[config.mk]
export PLATFORM = sky130hd
export DESIGN_NAME = xmodem_checksum_receiver_unit_flat
export DESIGN_NICKNAME = d
export VERILOG_FILES = /design/src/xcr_pkg.sv /design/src/xcr_req_if.sv /design/src/xcr_rsp_if.sv /design/src/xcr_core.sv /design/src/xcr_emit.sv /design/src/xmodem_checksum_receiver_unit.sv /design/src/flat_wrapper.sv
export SDC_FILE = /design/constraint.sdc
export NUM_CORES = 1
export LEC_CHECK = 0
export BUFFER_PORTS_ARGS = -buffer_cell sky130_fd_sc_hd__buf_2
export CAP_MARGIN = 20
export CORE_MARGIN = 8
export CORE_UTILIZATION = 40
export CTS_BUF_LIST = sky130_fd_sc_hd__clkbuf_4
export CTS_CLUSTER_SIZE = 24
export DETAILED_ROUTE_END_ITERATION = 8
export GPL_TIMING_DRIVEN = 0
export HOLD_SLACK_MARGIN = 0.06
export SLEW_MARGIN = 0
export SYNTH_ARGS = -nofsm -noshare
export SYNTH_HDL_FRONTEND = slang
export SYNTH_SLANG_ARGS = --single-unit
[constraint.sdc]
create_clock -name clock -period 5.7 [get_ports clock]
set_clock_uncertainty 0.05 [all_clocks]
set_input_delay 1.14 -clock clock [delete_from_list [all_inputs] [get_ports clock]]
set_output_delay 1.14 -clock clock [all_outputs]
set_load 0.01 [all_outputs]
[src/xcr_pkg.sv]
// ----------------------------------------------------------------------------
// xcr_pkg
// Shared types, link codes and command codes for the XMODEM checksum receiver.
// ----------------------------------------------------------------------------
`default_nettype none

package xcr_pkg;

   // Field widths of the request and response channels
   localparam int CMD_W   = 2;
   localparam int BYTE_W  = 8;
   localparam int KIND_W  = 2;

   // Configuration port
   localparam int CSR_IDX_W  = 2;
   localparam int CSR_DATA_W = 16;
   localparam logic [CSR_IDX_W-1:0] CSR_BYTE_TIMEOUT = 2'd0;
   localparam logic [CSR_IDX_W-1:0] CSR_QUIET        = 2'd1;
   localparam logic [CSR_IDX_W-1:0] CSR_RETRY_LIMIT  = 2'd2;

   localparam logic [15:0] BYTE_TIMEOUT_RESET = 16'd1024;
   localparam logic [7:0]  QUIET_RESET        = 8'd60;
   localparam logic [7:0]  RETRY_LIMIT_RESET  = 8'd25;

   // Request commands
   localparam logic [CMD_W-1:0] CMD_START = 2'd0;
   localparam logic [CMD_W-1:0] CMD_BYTE  = 2'd1;
   localparam logic [CMD_W-1:0] CMD_TICK  = 2'd2;
   localparam logic [CMD_W-1:0] CMD_ABORT = 2'd3;

   // Response kinds
   localparam logic [KIND_W-1:0] KIND_LINK    = 2'd0;
   localparam logic [KIND_W-1:0] KIND_DATA    = 2'd1;
   localparam logic [KIND_W-1:0] KIND_VERDICT = 2'd2;
   localparam logic [KIND_W-1:0] KIND_END     = 2'd3;

   // Link control bytes
   localparam logic [BYTE_W-1:0] LINK_SOH = 8'd1;
   localparam logic [BYTE_W-1:0] LINK_EOT = 8'd4;
   localparam logic [BYTE_W-1:0] LINK_ACK = 8'd6;
   localparam logic [BYTE_W-1:0] LINK_NAK = 8'd21;
   localparam logic [BYTE_W-1:0] LINK_CAN = 8'd24;

   // At most five responses follow from one request
   localparam int MAX_RESULTS = 5;
   localparam int CNT_W       = 3;

   typedef struct packed {
      logic [KIND_W-1:0] kind;
      logic [BYTE_W-1:0] value;
      logic              frame_good;
      logic              success;
   } result_type;

   typedef struct packed {
      logic [CNT_W-1:0]                   count;
      result_type [MAX_RESULTS-1:0]       entry;
   } bundle_type;

   function automatic result_type res_link(input logic [BYTE_W-1:0] code);
      result_type r;
      r = '{kind: KIND_LINK, value: code, frame_good: 1'b0, success: 1'b0};
      return r;
   endfunction

   function automatic result_type res_data(input logic [BYTE_W-1:0] b);
      result_type r;
      r = '{kind: KIND_DATA, value: b, frame_good: 1'b0, success: 1'b0};
      return r;
   endfunction

   function automatic result_type res_verdict(input logic good);
      result_type r;
      r = '{kind: KIND_VERDICT, value: '0, frame_good: good, success: 1'b0};
      return r;
   endfunction

   function automatic result_type res_end(input logic ok);
      result_type r;
      r = '{kind: KIND_END, value: '0, frame_good: 1'b0, success: ok};
      return r;
   endfunction

endpackage

`default_nettype wire

[src/xcr_req_if.sv]
// ----------------------------------------------------------------------------
// xcr_req_if
// Request channel: command and received link byte, valid/ready handshake.
// ----------------------------------------------------------------------------
`default_nettype none

interface xcr_req_if;
   logic                            valid;
   logic                            ready;
   logic [xcr_pkg::CMD_W-1:0]       cmd;
   logic [xcr_pkg::BYTE_W-1:0]      rx_byte;

   modport source (output valid, output cmd, output rx_byte, input ready);
   modport sink   (input valid, input cmd, input rx_byte, output ready);
endinterface

`default_nettype wire

[src/xcr_rsp_if.sv]
// ----------------------------------------------------------------------------
// xcr_rsp_if
// Response channel: link bytes, tentative data, verdicts and transfer end.
// ----------------------------------------------------------------------------
`default_nettype none

interface xcr_rsp_if;
   logic                            valid;
   logic                            ready;
   logic [xcr_pkg::KIND_W-1:0]      kind;
   logic [xcr_pkg::BYTE_W-1:0]      value;
   logic                            frame_good;
   logic                            success;
   logic                            last;

   modport source (output valid, output kind, output value, output frame_good,
                   output success, output last, input ready);
   modport sink   (input valid, input kind, input value, input frame_good,
                   input success, input last, output ready);
endinterface

`default_nettype wire

[src/xcr_core.sv]
// ----------------------------------------------------------------------------
// xcr_core
// Protocol state, configuration registers and the per-request next-state
// logic. Produces the full response bundle of one request combinationally.
// ----------------------------------------------------------------------------
`default_nettype none

module xcr_core #(
   parameter int DATA_BYTES = 128
) (
   input  wire logic                              clock,
   input  wire logic                              reset,
   input  wire logic                              csr_write_en,
   input  wire logic [xcr_pkg::CSR_IDX_W-1:0]     csr_index,
   input  wire logic [xcr_pkg::CSR_DATA_W-1:0]    csr_wdata,
   input  wire logic                              step_en,
   input  wire logic [xcr_pkg::CMD_W-1:0]         cmd,
   input  wire logic [xcr_pkg::BYTE_W-1:0]        rx_byte,
   output xcr_pkg::bundle_type                    bundle
);

   localparam int POS_W = $clog2(DATA_BYTES + 3);
   localparam logic [POS_W-1:0] LAST_POS = POS_W'(DATA_BYTES + 2);

   localparam logic [2:0] PH_IDLE  = 3'd0;
   localparam logic [2:0] PH_WAIT  = 3'd1;
   localparam logic [2:0] PH_FRAME = 3'd2;
   localparam logic [2:0] PH_QUIET = 3'd3;

   logic [15:0]      byte_timeout_ff;
   logic [7:0]       quiet_ff;
   logic [7:0]       retry_limit_ff;

   logic [2:0]       phase_ff,    phase_in;
   logic [7:0]       exp_blk_ff,  exp_blk_in;
   logic [POS_W-1:0] pos_ff,      pos_in;
   logic [7:0]       blk_num_ff,  blk_num_in;
   logic [7:0]       blk_cmp_ff,  blk_cmp_in;
   logic [7:0]       sum_ff,      sum_in;
   logic             bad_ff,      bad_in;
   logic [7:0]       retry_ff,    retry_in;
   logic [15:0]      tick_ff,     tick_in;

   // configuration registers
   always_ff @(posedge clock) begin
      if (reset) begin
         byte_timeout_ff <= xcr_pkg::BYTE_TIMEOUT_RESET;
         quiet_ff        <= xcr_pkg::QUIET_RESET;
         retry_limit_ff  <= xcr_pkg::RETRY_LIMIT_RESET;
      end else if (csr_write_en) begin
         unique case (csr_index)
            xcr_pkg::CSR_BYTE_TIMEOUT: byte_timeout_ff <= csr_wdata;
            xcr_pkg::CSR_QUIET:        quiet_ff        <= csr_wdata[7:0];
            xcr_pkg::CSR_RETRY_LIMIT:  retry_limit_ff  <= csr_wdata[7:0];
            default: ;
         endcase
      end
   end

   always_comb begin
      logic [15:0] tick_inc;
      logic        do_slot;
      logic        slot_ok;
      logic        good;

      phase_in   = phase_ff;
      exp_blk_in = exp_blk_ff;
      pos_in     = pos_ff;
      blk_num_in = blk_num_ff;
      blk_cmp_in = blk_cmp_ff;
      sum_in     = sum_ff;
      bad_in     = bad_ff;
      retry_in   = retry_ff;
      tick_in    = tick_ff;
      bundle     = '0;
      tick_inc   = tick_ff + 16'd1;
      do_slot    = 1'b0;
      slot_ok    = 1'b0;
      good       = 1'b0;

      if (cmd == xcr_pkg::CMD_START) begin
         exp_blk_in = 8'd1;
         retry_in   = '0;
         tick_in    = '0;
         pos_in     = '0;
         bad_in     = 1'b0;
         sum_in     = '0;
         phase_in   = PH_WAIT;
         bundle.count    = 3'd1;
         bundle.entry[0] = xcr_pkg::res_link(xcr_pkg::LINK_NAK);
      end else begin
         unique case (phase_ff)
            PH_WAIT: begin
               if (cmd == xcr_pkg::CMD_BYTE) begin
                  tick_in = '0;
                  if (rx_byte == xcr_pkg::LINK_SOH) begin
                     phase_in = PH_FRAME;
                     pos_in   = '0;
                     sum_in   = '0;
                     bad_in   = 1'b0;
                  end else if (rx_byte == xcr_pkg::LINK_EOT) begin
                     bundle.count    = 3'd2;
                     bundle.entry[0] = xcr_pkg::res_link(xcr_pkg::LINK_ACK);
                     bundle.entry[1] = xcr_pkg::res_end(1'b1);
                     phase_in        = PH_IDLE;
                  end else begin
                     bundle.count    = 3'd4;
                     bundle.entry[0] = xcr_pkg::res_link(xcr_pkg::LINK_CAN);
                     bundle.entry[1] = xcr_pkg::res_link(xcr_pkg::LINK_CAN);
                     bundle.entry[2] = xcr_pkg::res_link(xcr_pkg::LINK_CAN);
                     bundle.entry[3] = xcr_pkg::res_end(1'b0);
                     phase_in        = PH_IDLE;
                  end
               end else if (cmd == xcr_pkg::CMD_TICK) begin
                  tick_in = tick_inc;
                  if (tick_inc >= byte_timeout_ff) begin
                     bundle.count    = 3'd4;
                     bundle.entry[0] = xcr_pkg::res_link(xcr_pkg::LINK_CAN);
                     bundle.entry[1] = xcr_pkg::res_link(xcr_pkg::LINK_CAN);
                     bundle.entry[2] = xcr_pkg::res_link(xcr_pkg::LINK_CAN);
                     bundle.entry[3] = xcr_pkg::res_end(1'b0);
                     phase_in        = PH_IDLE;
                  end
               end else begin
                  bundle.count    = 3'd4;
                  bundle.entry[0] = xcr_pkg::res_link(xcr_pkg::LINK_CAN);
                  bundle.entry[1] = xcr_pkg::res_link(xcr_pkg::LINK_CAN);
                  bundle.entry[2] = xcr_pkg::res_link(xcr_pkg::LINK_CAN);
                  bundle.entry[3] = xcr_pkg::res_end(1'b0);
                  phase_in        = PH_IDLE;
               end
            end
            PH_FRAME: begin
               if (cmd == xcr_pkg::CMD_BYTE) begin
                  do_slot = 1'b1;
                  slot_ok = 1'b1;
               end else if (cmd == xcr_pkg::CMD_TICK) begin
                  tick_in = tick_inc;
                  do_slot = (tick_inc >= byte_timeout_ff);
               end else begin
                  do_slot = 1'b1;
               end
            end
            PH_QUIET: begin
               if (cmd == xcr_pkg::CMD_BYTE) begin
                  tick_in = '0;
               end else if (cmd == xcr_pkg::CMD_TICK) begin
                  tick_in = tick_inc;
                  if (tick_inc >= {8'd0, quiet_ff}) begin
                     tick_in  = '0;
                     retry_in = (retry_ff != 8'hFF) ? retry_ff + 8'd1 : retry_ff;
                     bundle.entry[0] = xcr_pkg::res_link(xcr_pkg::LINK_NAK);
                     if (retry_in > retry_limit_ff) begin
                        bundle.count    = 3'd5;
                        bundle.entry[1] = xcr_pkg::res_link(xcr_pkg::LINK_CAN);
                        bundle.entry[2] = xcr_pkg::res_link(xcr_pkg::LINK_CAN);
                        bundle.entry[3] = xcr_pkg::res_link(xcr_pkg::LINK_CAN);
                        bundle.entry[4] = xcr_pkg::res_end(1'b0);
                        phase_in        = PH_IDLE;
                     end else begin
                        bundle.count = 3'd1;
                        phase_in     = PH_WAIT;
                     end
                  end
               end
            end
            default: begin
               phase_in = PH_IDLE;
            end
         endcase

         // one byte slot of the frame; a timeout or abort fills it as bad
         if (do_slot) begin
            tick_in = '0;
            if (!slot_ok) begin
               bad_in = 1'b1;
            end else if (pos_ff == '0) begin
               blk_num_in = rx_byte;
            end else if (pos_ff == POS_W'(1)) begin
               blk_cmp_in = rx_byte;
            end else if (pos_ff < LAST_POS) begin
               sum_in          = sum_ff + rx_byte;
               bundle.count    = 3'd1;
               bundle.entry[0] = xcr_pkg::res_data(rx_byte);
            end else if (rx_byte != sum_ff) begin
               bad_in = 1'b1;
            end

            if (pos_ff >= LAST_POS) begin
               good = !bad_in && (blk_num_ff == exp_blk_ff) && (~blk_cmp_ff == blk_num_ff);
               bundle.entry[0] = xcr_pkg::res_verdict(good);
               if (good) begin
                  bundle.count    = 3'd2;
                  bundle.entry[1] = xcr_pkg::res_link(xcr_pkg::LINK_ACK);
                  exp_blk_in      = exp_blk_ff + 8'd1;
                  phase_in        = PH_WAIT;
               end else begin
                  bundle.count = 3'd1;
                  phase_in     = PH_QUIET;
               end
            end else begin
               pos_in = pos_ff + POS_W'(1);
            end
         end
      end
   end

   always_ff @(posedge clock) begin
      if (reset) begin
         phase_ff   <= PH_IDLE;
         exp_blk_ff <= 8'd1;
         pos_ff     <= '0;
         blk_num_ff <= '0;
         blk_cmp_ff <= '0;
         sum_ff     <= '0;
         bad_ff     <= 1'b0;
         retry_ff   <= '0;
         tick_ff    <= '0;
      end else if (step_en) begin
         phase_ff   <= phase_in;
         exp_blk_ff <= exp_blk_in;
         pos_ff     <= pos_in;
         blk_num_ff <= blk_num_in;
         blk_cmp_ff <= blk_cmp_in;
         sum_ff     <= sum_in;
         bad_ff     <= bad_in;
         retry_ff   <= retry_in;
         tick_ff    <= tick_in;
      end
   end

   // frame position never runs past the checksum slot
   a_pos_range: assert property (@(posedge clock) disable iff (reset)
      pos_ff <= LAST_POS)
      else $error("frame position beyond checksum slot");

   // a frame or quiet phase always comes from a step
   a_phase_step: assert property (@(posedge clock) disable iff (reset)
      !step_en |=> $stable(phase_ff))
      else $error("phase moved without a step");

   // a start always produces exactly one response
   a_start_one: assert property (@(posedge clock) disable iff (reset)
      (cmd == xcr_pkg::CMD_START) |-> (bundle.count == 3'd1))
      else $error("start did not produce a single NAK");

endmodule

`default_nettype wire

[src/xcr_emit.sv]
// ----------------------------------------------------------------------------
// xcr_emit
// Response register: holds one bundle and plays it out one response a cycle while rsp_chan is ready.
// ----------------------------------------------------------------------------
`default_nettype none

module xcr_emit (
   input  wire logic                 clock,
   input  wire logic                 reset,
   input  wire logic                 load,
   input  wire xcr_pkg::bundle_type  bundle,
   output logic                      can_load,
   xcr_rsp_if.source                 rsp_chan
);

   logic                                     valid_ff;
   logic [xcr_pkg::CNT_W-1:0]                count_ff;
   logic [xcr_pkg::CNT_W-1:0]                idx_ff;
   xcr_pkg::result_type [xcr_pkg::MAX_RESULTS-1:0] entry_ff;
   xcr_pkg::result_type                      cur;
   logic                                     is_last;
   logic                                     take;

   assign is_last  = (idx_ff == count_ff - xcr_pkg::CNT_W'(1));
   assign take     = valid_ff && rsp_chan.ready;
   assign can_load = !valid_ff || (take && is_last);

   always_comb begin
      cur = '0;
      for (int i = 0; i < xcr_pkg::MAX_RESULTS; i++) begin
         if (idx_ff == xcr_pkg::CNT_W'(i)) begin
            cur = entry_ff[i];
         end
      end
   end

   assign rsp_chan.valid      = valid_ff;
   assign rsp_chan.kind       = cur.kind;
   assign rsp_chan.value      = cur.value;
   assign rsp_chan.frame_good = cur.frame_good;
   assign rsp_chan.success    = cur.success;
   assign rsp_chan.last       = is_last;

   always_ff @(posedge clock) begin
      if (reset) begin
         valid_ff <= 1'b0;
         count_ff <= '0;
         idx_ff   <= '0;
      end else if (load) begin
         valid_ff <= 1'b1;
         count_ff <= bundle.count;
         idx_ff   <= '0;
      end else if (take) begin
         if (is_last) begin
            valid_ff <= 1'b0;
         end else begin
            idx_ff <= idx_ff + xcr_pkg::CNT_W'(1);
         end
      end
   end

   always_ff @(posedge clock) begin
      if (load) begin
         entry_ff <= bundle.entry;
      end
   end

   a_idx_range: assert property (@(posedge clock) disable iff (reset)
      valid_ff |-> (idx_ff < count_ff) && (count_ff != '0))
      else $error("response index outside bundle");

   a_load_empty: assert property (@(posedge clock) disable iff (reset)
      load |-> (bundle.count != '0) && can_load)
      else $error("bundle loaded over pending responses or empty");

   a_load_start: assert property (@(posedge clock) disable iff (reset)
      load |=> valid_ff && (idx_ff == '0))
      else $error("bundle load did not restart playout");

endmodule

`default_nettype wire

[src/xmodem_checksum_receiver_unit.sv]
// ----------------------------------------------------------------------------
// xmodem_checksum_receiver_unit
// XMODEM receiver, 8-bit additive checksum: turns link bytes, ticks and
// start/abort commands into link replies, tentative data, verdicts and end.
// ----------------------------------------------------------------------------
// Path: the first response of a request is valid after the request passes
//   through the request register, then the response register.
// Throughput: one request per cycle while each gives at most one response and
//   rsp_chan is ready; N responses (N up to 5) hold the response register until all are taken.
// Reset: synchronous, active high, no request taken while it is high; phase
//   idle, block 1, configuration registers at 1024 / 60 / 25, nothing pending.
// ----------------------------------------------------------------------------
`default_nettype none

module xmodem_checksum_receiver_unit #(
   parameter int DATA_BYTES = 128
) (
   input  wire logic                              clock,
   input  wire logic                              reset,
   xcr_req_if.sink                                req_chan,
   xcr_rsp_if.source                              rsp_chan,
   input  wire logic                              csr_write_en,
   input  wire logic [xcr_pkg::CSR_IDX_W-1:0]     csr_index,
   input  wire logic [xcr_pkg::CSR_DATA_W-1:0]    csr_wdata
);

   // Request register: one request held in front of the state logic
   logic                          in_valid_ff;
   logic [xcr_pkg::CMD_W-1:0]     in_cmd_ff;
   logic [xcr_pkg::BYTE_W-1:0]    in_byte_ff;

   xcr_pkg::bundle_type           bundle;
   logic                          can_load;
   logic                          advance;
   logic                          load;

   // Advance the held request when its responses fit into the response
   // register; a request with no response advances at once.
   assign advance = in_valid_ff && ((bundle.count == '0) || can_load);
   assign load    = advance && (bundle.count != '0);

   // Take a new request whenever the request register empties this cycle;
   // refuse requests while reset is high so none is dropped.
   assign req_chan.ready = !reset && (!in_valid_ff || advance);

   always_ff @(posedge clock) begin
      if (reset) begin
         in_valid_ff <= 1'b0;
      end else if (req_chan.ready) begin
         in_valid_ff <= req_chan.valid;
      end
   end

   always_ff @(posedge clock) begin
      if (req_chan.ready && req_chan.valid) begin
         in_cmd_ff  <= req_chan.cmd;
         in_byte_ff <= req_chan.rx_byte;
      end
   end

   // Protocol state and per-request decision
   xcr_core #(
      .DATA_BYTES (DATA_BYTES)
   ) u_core (
      .clock        (clock),
      .reset        (reset),
      .csr_write_en (csr_write_en),
      .csr_index    (csr_index),
      .csr_wdata    (csr_wdata),
      .step_en      (advance),
      .cmd          (in_cmd_ff),
      .rx_byte      (in_byte_ff),
      .bundle       (bundle)
   );

   // Response register: play the bundle out in order
   xcr_emit u_emit (
      .clock    (clock),
      .reset    (reset),
      .load     (load),
      .bundle   (bundle),
      .can_load (can_load),
      .rsp_chan (rsp_chan)
   );

   // a held request is never dropped: it stays until it advances
   a_hold_req: assert property (@(posedge clock) disable iff (reset)
      in_valid_ff && !advance |=> in_valid_ff && $stable(in_cmd_ff) && $stable(in_byte_ff))
      else $error("held request lost before advancing");

   // advancing a request with responses always loads the response register
   a_adv_load: assert property (@(posedge clock) disable iff (reset)
      advance && (bundle.count != '0) |=> rsp_chan.valid)
      else $error("responses of an advanced request not presented");

   // a taken last response never comes right after reset
   a_last_valid: assert property (@(posedge clock) disable iff (reset)
      rsp_chan.valid && rsp_chan.ready && rsp_chan.last |-> !$past(reset))
      else $error("last marker right after reset");

endmodule

`default_nettype wire
[src/flat_wrapper.sv]
// flat-port wrapper written by rule: the top's interface ports become plain ports
module xmodem_checksum_receiver_unit_flat 
#(
   parameter int DATA_BYTES = 128
)
  (clock, reset, csr_write_en, csr_index, csr_wdata, req_chan_valid, req_chan_cmd, req_chan_rx_byte, req_chan_ready, rsp_chan_valid, rsp_chan_kind, rsp_chan_value, rsp_chan_frame_good, rsp_chan_success, rsp_chan_last, rsp_chan_ready);
  xcr_req_if req_chan_i ();
  xcr_rsp_if rsp_chan_i ();
  input  wire logic clock;
  input  wire logic reset;
  input  wire logic csr_write_en;
  input  wire logic [xcr_pkg::CSR_IDX_W-1:0] csr_index;
  input  wire logic [xcr_pkg::CSR_DATA_W-1:0] csr_wdata;
  input wire logic [$bits(req_chan_i.valid)-1:0] req_chan_valid;
  input wire logic [$bits(req_chan_i.cmd)-1:0] req_chan_cmd;
  input wire logic [$bits(req_chan_i.rx_byte)-1:0] req_chan_rx_byte;
  output wire logic [$bits(req_chan_i.ready)-1:0] req_chan_ready;
  output wire logic [$bits(rsp_chan_i.valid)-1:0] rsp_chan_valid;
  output wire logic [$bits(rsp_chan_i.kind)-1:0] rsp_chan_kind;
  output wire logic [$bits(rsp_chan_i.value)-1:0] rsp_chan_value;
  output wire logic [$bits(rsp_chan_i.frame_good)-1:0] rsp_chan_frame_good;
  output wire logic [$bits(rsp_chan_i.success)-1:0] rsp_chan_success;
  output wire logic [$bits(rsp_chan_i.last)-1:0] rsp_chan_last;
  input wire logic [$bits(rsp_chan_i.ready)-1:0] rsp_chan_ready;
  assign req_chan_i.valid = req_chan_valid;
  assign req_chan_i.cmd = req_chan_cmd;
  assign req_chan_i.rx_byte = req_chan_rx_byte;
  assign req_chan_ready = req_chan_i.ready;
  assign rsp_chan_valid = rsp_chan_i.valid;
  assign rsp_chan_kind = rsp_chan_i.kind;
  assign rsp_chan_value = rsp_chan_i.value;
  assign rsp_chan_frame_good = rsp_chan_i.frame_good;
  assign rsp_chan_success = rsp_chan_i.success;
  assign rsp_chan_last = rsp_chan_i.last;
  assign rsp_chan_i.ready = rsp_chan_ready;
  xmodem_checksum_receiver_unit #(.DATA_BYTES(DATA_BYTES)) u_core (.clock(clock), .reset(reset), .req_chan(req_chan_i), .rsp_chan(rsp_chan_i), .csr_write_en(csr_write_en), .csr_index(csr_index), .csr_wdata(csr_wdata));
endmodule
**After elaboration in Yosys (flattened, before gate mapping)**

Cells that the tools add are included.

- Flip-flop bits (word level): 178
- Output and inout port bits: 15

- Add/subtract/negate cells: 7
- Magnitude comparators: 5
- Equal/unequal tests: 22
- Muxes and demuxes: 107
- Bitwise operators: 7
- Reduce and logical (&&, ||, !) cells: 42

Operator list:

| cell | number |
|---|---|
| 48-bit 2-to-1 mux | 5 |
| 8-bit 2-to-1 mux | 25 |
| 63-bit 2-to-1 mux | 3 |
| 16-bit 2-to-1 mux | 8 |
| 12-bit 2-to-1 mux | 10 |
| 24-bit 2-to-1 mux | 4 |
| 48-bit one-hot mux with 2 select lines | 1 |
| 3-bit 2-to-1 mux | 22 |
| 16-bit one-hot mux with 3 select lines | 1 |
| 8-bit by 1-bit adder with 8-bit output (second input constant) | 3 |
| 1-bit 2-to-1 mux | 23 |
| 16-bit by 1-bit adder with 16-bit output (second input constant) | 1 |
| 8-bit by 1-bit == test with 1-bit output (second input constant) | 2 |
| 8-bit == test | 2 |
| 16-bit >= comparator | 1 |
| 16-bit by 8-bit >= comparator with 1-bit output | 1 |
| 2-bit nonzero test | 8 |
| 3-bit by 2-bit == test with 1-bit output (second input constant) | 4 |
| 2-bit AND reduction | 5 |
| 5-bit AND reduction | 2 |
| 3-bit one-hot mux with 3 select lines | 1 |
| 8-bit adder | 1 |
| 8-bit by 3-bit == test with 1-bit output (second input constant) | 1 |
| 8-bit >= comparator (second input constant) | 1 |
| 30 further kinds | 55 |

**Depth between registers and ports, before layout**

- Depth in word-level cells: 24
- Depth in mapped cells: 16
- Gate-level depth less buffers: 14

**By module**

A second synthesis with hierarchy kept.

- Cell total of the unflattened synthesis: 1,115
- Area total of the unflattened synthesis: 10,234.8 um^2

By module, submodules not included:

| module | instances | cells an instance | area an instance (um^2) | sequential area each (um^2) |
|---|---|---|---|---|
| xcr_core | 1 | 880 | 6,949.2 | 2,001.9 |
| xcr_emit | 1 | 214 | 2,904.0 | 1,941.9 |
| xmodem_checksum_receiver_unit | 1 | 21 | 381.6 | 320.3 |

**Least setup slack after synthesis**

OpenSTA, ideal clock, no wires.

- Kind: register to output
- Start point: register u_core.u_core.tick_ff[0]
- End point: output req_chan_ready
- Arrival time: 3.388 ns
- Slack: 1.122 ns
- Cell stages (with the launch flop): 14
- Path buffers: 1
- Path through: dfxtp_1 > ha_1 > clkbuf_1 > xor2_1 > ha_1 > a211o_1 > a31oi_1 > o311a_1 > nand4_1 > o31ai_1 > o31ai_2 > nor4_2 > nor3b_1 > nor2_1

- Longest elaborated chain between the ends: 18

Ends and longest elaborated chain:

| element | line | RTL |
|---|---|---|
| from (decl) | xcr_core.sv:42 | `logic [15:0] tick_ff, tick_in;` |
| from (signal assigned) | xcr_core.sv:228 | `tick_ff <= tick_in;` |
| 16-bit by 1-bit adder with 16-bit output (*) | xcr_core.sv:76 | `tick_inc = tick_ff + 16'd1;` |
| 16-bit by 8-bit >= comparator with 1-bit output / 16-bit >= comparator (equally long branches) | xcr_core.sv:149, xcr_core.sv:116, xcr_core.sv:139 |  |
| 63-bit 2-to-1 mux / 3-bit 2-to-1 mux (equally long branches) | xcr_core.sv:149, xcr_core.sv:116 |  |
| 63-bit 2-to-1 mux / 3-bit 2-to-1 mux (equally long branches) | xcr_core.sv:147, xcr_core.sv:114 |  |
| 63-bit 2-to-1 mux / 3-bit 2-to-1 mux (equally long branches) | xcr_core.sv:145, xcr_core.sv:94 |  |
| 3-bit one-hot mux with 2 select lines | xcr_core.sv:92 | `unique case (phase_ff)` |
| 3-bit 2-to-1 mux | xcr_core.sv:181 | `end else if (pos_ff < LAST_POS) begin` |
| 3-bit 2-to-1 mux | xcr_core.sv:179 | `end else if (pos_ff == POS_W'(1)) begin` |
| [... 2 more ...] | - |  |
| 3-bit 2-to-1 mux | xcr_core.sv:189 | `if (pos_ff >= LAST_POS) begin` |
| 3-bit 2-to-1 mux (*) | xcr_core.sv:173 | `if (do_slot) begin` |
| 3-bit 2-to-1 mux (*) | xcr_core.sv:81 | `if (cmd == xcr_pkg::CMD_START) begin` |
| 3-bit logical NOT (*) | xmodem_checksum_receiver_unit.sv:39 | `assign advance = in_valid_ff && ((bundle.count == '0) \|\| can_load);` |
| 1-bit logical OR (*) | xmodem_checksum_receiver_unit.sv:39 |  |
| 1-bit logical AND (*) | xmodem_checksum_receiver_unit.sv:39 |  |
| 1-bit logical OR (*) | xmodem_checksum_receiver_unit.sv:44 | `assign req_chan.ready = !reset && (!in_valid_ff \|\| advance);` |
| 1-bit logical AND (*) | xmodem_checksum_receiver_unit.sv:44 |  |
| to (decl) | flat_wrapper.sv:17 | `output wire logic [$bits(req_chan_i.ready)-1:0] req_chan_ready;` |

Every way passes the cells marked *; elsewhere a longest branch is shown, timed or not. The select of a mux whose other input is x is not followed.

**Worst setup path after layout**

- Start point: register u_core.u_core.tick_ff[10]
- End point: output req_chan_ready

The elaborated chain is that of the path after synthesis.

==> reports/qor.yml <==
maxCapViolCount: 0
drt-pass1-iter-count: 5
switchingPower_w: 0.000481
drv_slew: 0
grt.met2_usage_pct: 28.9
slew_headroom_pct: 29.1
drcViolationCount: 0
final_common_cell: "nand2_1"
die_w_um: 158
clock_sinks: 136
min_path_type: "register to register"
top_usage_layer: "met2"
area.growth.synth_to_final_pct: 11.5
grtUsageMet1_pct: 23.7
worstSetupStartpointType: "register"
via_count: 7076
synth_area_per_cell_um2: 8.50
die_h_um: 158
finalCritPeriodShare_pct: 95.6
avgRoutedWirePerCell_um: 16.5
io_pins: 48
whs_ns: 0.410
synth_top_flop_cell: "dfxtp_1"
root_buffer: "clkbuf_4"
num_rows: 52
placed_area_um2: 8640
layout-drive-gt1-share_pct: 11.5
vdd_drop_max_mv: 0.117
syn-num-nets: 1032
synth_area_um2: 8050
antenna_found_initial: 1
ant_nets: 0
dp_slack_ns: -0.277
initial_core_util_pct: 40.3
critPathKind: "register to output pin"
core_um2: 20000
final_net_count: 1098
design_area_um2: 8970
intPower_w: 0.00128
setup_viol: 0
pwr-share-comb_pct: 10.1
syn_inst: 947
ys_async_sr_fraction_pct: 0
critical_path_required_ns: 4.51
instances_no_fill: 1297
cts_buffer_depth: 2
worstMarginPinSlew_ns: 1.06
ys_ff_latch: 136
synth_edf_count: 28
cts-htree-levels: 4
fmax_ghz: 0.184
ctsHoldBuffers: 0
port_buffers: 46
final.setup.tns_ns: 0
drt_wl_total_um: 21400
clk_latency_ns: 0.56
grt_pass1_wl_um: 35100
cp_max_fo: 10
cts_tree: "built"
outcome: "completed"
gp_congestion: 0.893
pwr-share-clk_pct: 32.5
rsz0062_at_grt: "false"
grt_util_all_layers_pct: 17.9
final_cell_mix: "113 x nand2_1, 107 x dfxtp_1, 82 x nor2_1, 82 x a21oi_1, 52 x buf_2"
ys_seq_area_share_pct: 37.3
dp_cells: 1264
pwr-share-seq_pct: 57.4
grtUsageMet3_pct: 3.74
viasPerCell: 5.46
clk_pin_slew_worst_paths_ns: 0.11
swShare_pct: 27.4
fill_cells: 2047
ys_warn_count: 0
power_density_nw_per_um2: 196
worstPathArrival_ns: 4.26
yosys.cell_types.count: 72
cts_buffers: 17
dieArea_um2: 24900
drtIter0Drc: 458
finalHoldViolations: 0
min_period_ns: 5.45
fin_ws_ns: 0.253
hpwl_um: 16000
grt_pass1_vias: 6763
p_leak_nw: 3.61
endpoint_kind: "output pin"
grt_max_degree: 22
grt-ovfl-total: 0
## metrics by stage
stage / power [W] / util, %
final: 0.00176 / 44.9
after global routing: 0.00185 / 44.9
after CTS: 0.00178 / 44.8
after detailed placement: 0.00121 / 43.2
after global placement: 0.00120 / 43.1
after floorplan: 0.00114 / -
## path summary, 6_finish.rpt
kind	from	end	cells past startpoint	slack, ns
max	u_core.u_core.tick_ff[10]	req_chan_ready	15	0.25
max reg2reg	u_core.u_core.tick_ff[4]	u_core.u_core.sum_ff[6]	13	0.47
min	u_core.u_core.byte_timeout_ff[11]	u_core.u_core.byte_timeout_ff[11]	2	0.41
min reg2reg	u_core.u_core.byte_timeout_ff[11]	u_core.u_core.byte_timeout_ff[11]	2	0.41
## cell type report
cell class / count / area, µm² / area share [%]
Multi-Input combinational cell: 719 / 4770 / 53.2
Sequential cell: 136 / 3000 / 33.5
Tap cell: 270 / 338 / 3.77
Timing Repair Buffer: 51 / 275 / 3.07
Inverter: 46 / 173 / 1.93
Buffer: 42 / 166 / 1.86
Clock buffer: 20 / 150 / 1.67
Clock inverter: 12 / 87.6 / 0.977
Antenna cell: 1 / 2.50 / 0.0279
## power groups by stage
stage	registers, W	clock network, W	logic [W]
finish	0.00101	0.000571	0.000178
CTS	0.00101	0.000595	0.000177
global placement	0.00103	0	0.000172
detailed placement	0.00103	0	0.000174
floorplan	0.00103	0	0.000110
global route	0.00101	0.000635	0.000197
## sequential cells by signal, summed over array words and instances, names as in the netlist
name                           flops
u_core.in_byte_ff                  8
u_core.in_cmd_ff                   2
u_core.in_valid_ff                 1
u_core.u_core.bad_ff               1
u_core.u_core.blk_cmp_ff           8
u_core.u_core.blk_num_ff           8
u_core.u_core.byte_timeout_ff     16
u_core.u_core.exp_blk_ff           8
u_core.u_core.phase_ff             3
u_core.u_core.pos_ff               8
u_core.u_core.quiet_ff             8
u_core.u_core.retry_ff             8
u_core.u_core.retry_limit_ff       8
u_core.u_core.sum_ff               8
u_core.u_core.tick_ff             16
u_core.u_emit.count_ff             3
u_core.u_emit.entry_ff            18
u_core.u_emit.idx_ff               3
u_core.u_emit.rsp_chan.valid       1
## synth_stat cells (21+ instances only)
| cell | count | area, µm² |
|---|---|---|
| a21oi_1 | 82 | 410 |
| nand2_1 | 113 | 424 |
| ha_1 | 51 | 638 |
| mux2i_1 | 30 | 300 |
| inv_1 | 46 | 173 |
| nand4_1 | 21 | 131 |
| edfxtp_1 | 28 | 841 |
| nand3_1 | 27 | 135 |
| o21ai_0 | 41 | 205 |
| xnor2_1 | 22 | 193 |
| clkbuf_1 | 35 | 131 |
| dfxtp_1 | 108 | 2160 |
| nor2_1 | 87 | 327 |
## kinds of logic after synthesis
family | synth area share (%)
AOI/OAI and AO/OA | 18.6
xor gates and xnor gates | 4.32
adders and majority gates | 8.18
buffers and inverters | 4.39
DFF | 37.3
muxes | 3.87
and+or+nand+nor | 23.3
## layer usage
metal	up-vias	wire length, µm
li1	3551	-
met1	3278	10000
met2	209	9750
met3	38	1280
met4	0	362
met5	-	0
## worst max-delay path, stage by stage (launching register included)
cell and delay (ns):
dfxtp_1 0.36, clkbuf_2 0.23, nand4_1 0.17, nor4_4 0.41, and3_1 0.26, xor2_1 0.23, ha_1 0.18, and4_1 0.21
o21ai_0 0.09, o211a_1 0.23, o31a_1 0.22, o31ai_4 0.47, nor4_4 0.08, nor3b_4 0.33, nor2_1 0.08, buf_2 0.16
## timing repair
action,CTS,global route
endpoints found under the setup margin,11,1
resized for setup,12,5
pin swaps,2,3
setup buffers,1,3
(Power assumes the default switching activity.)
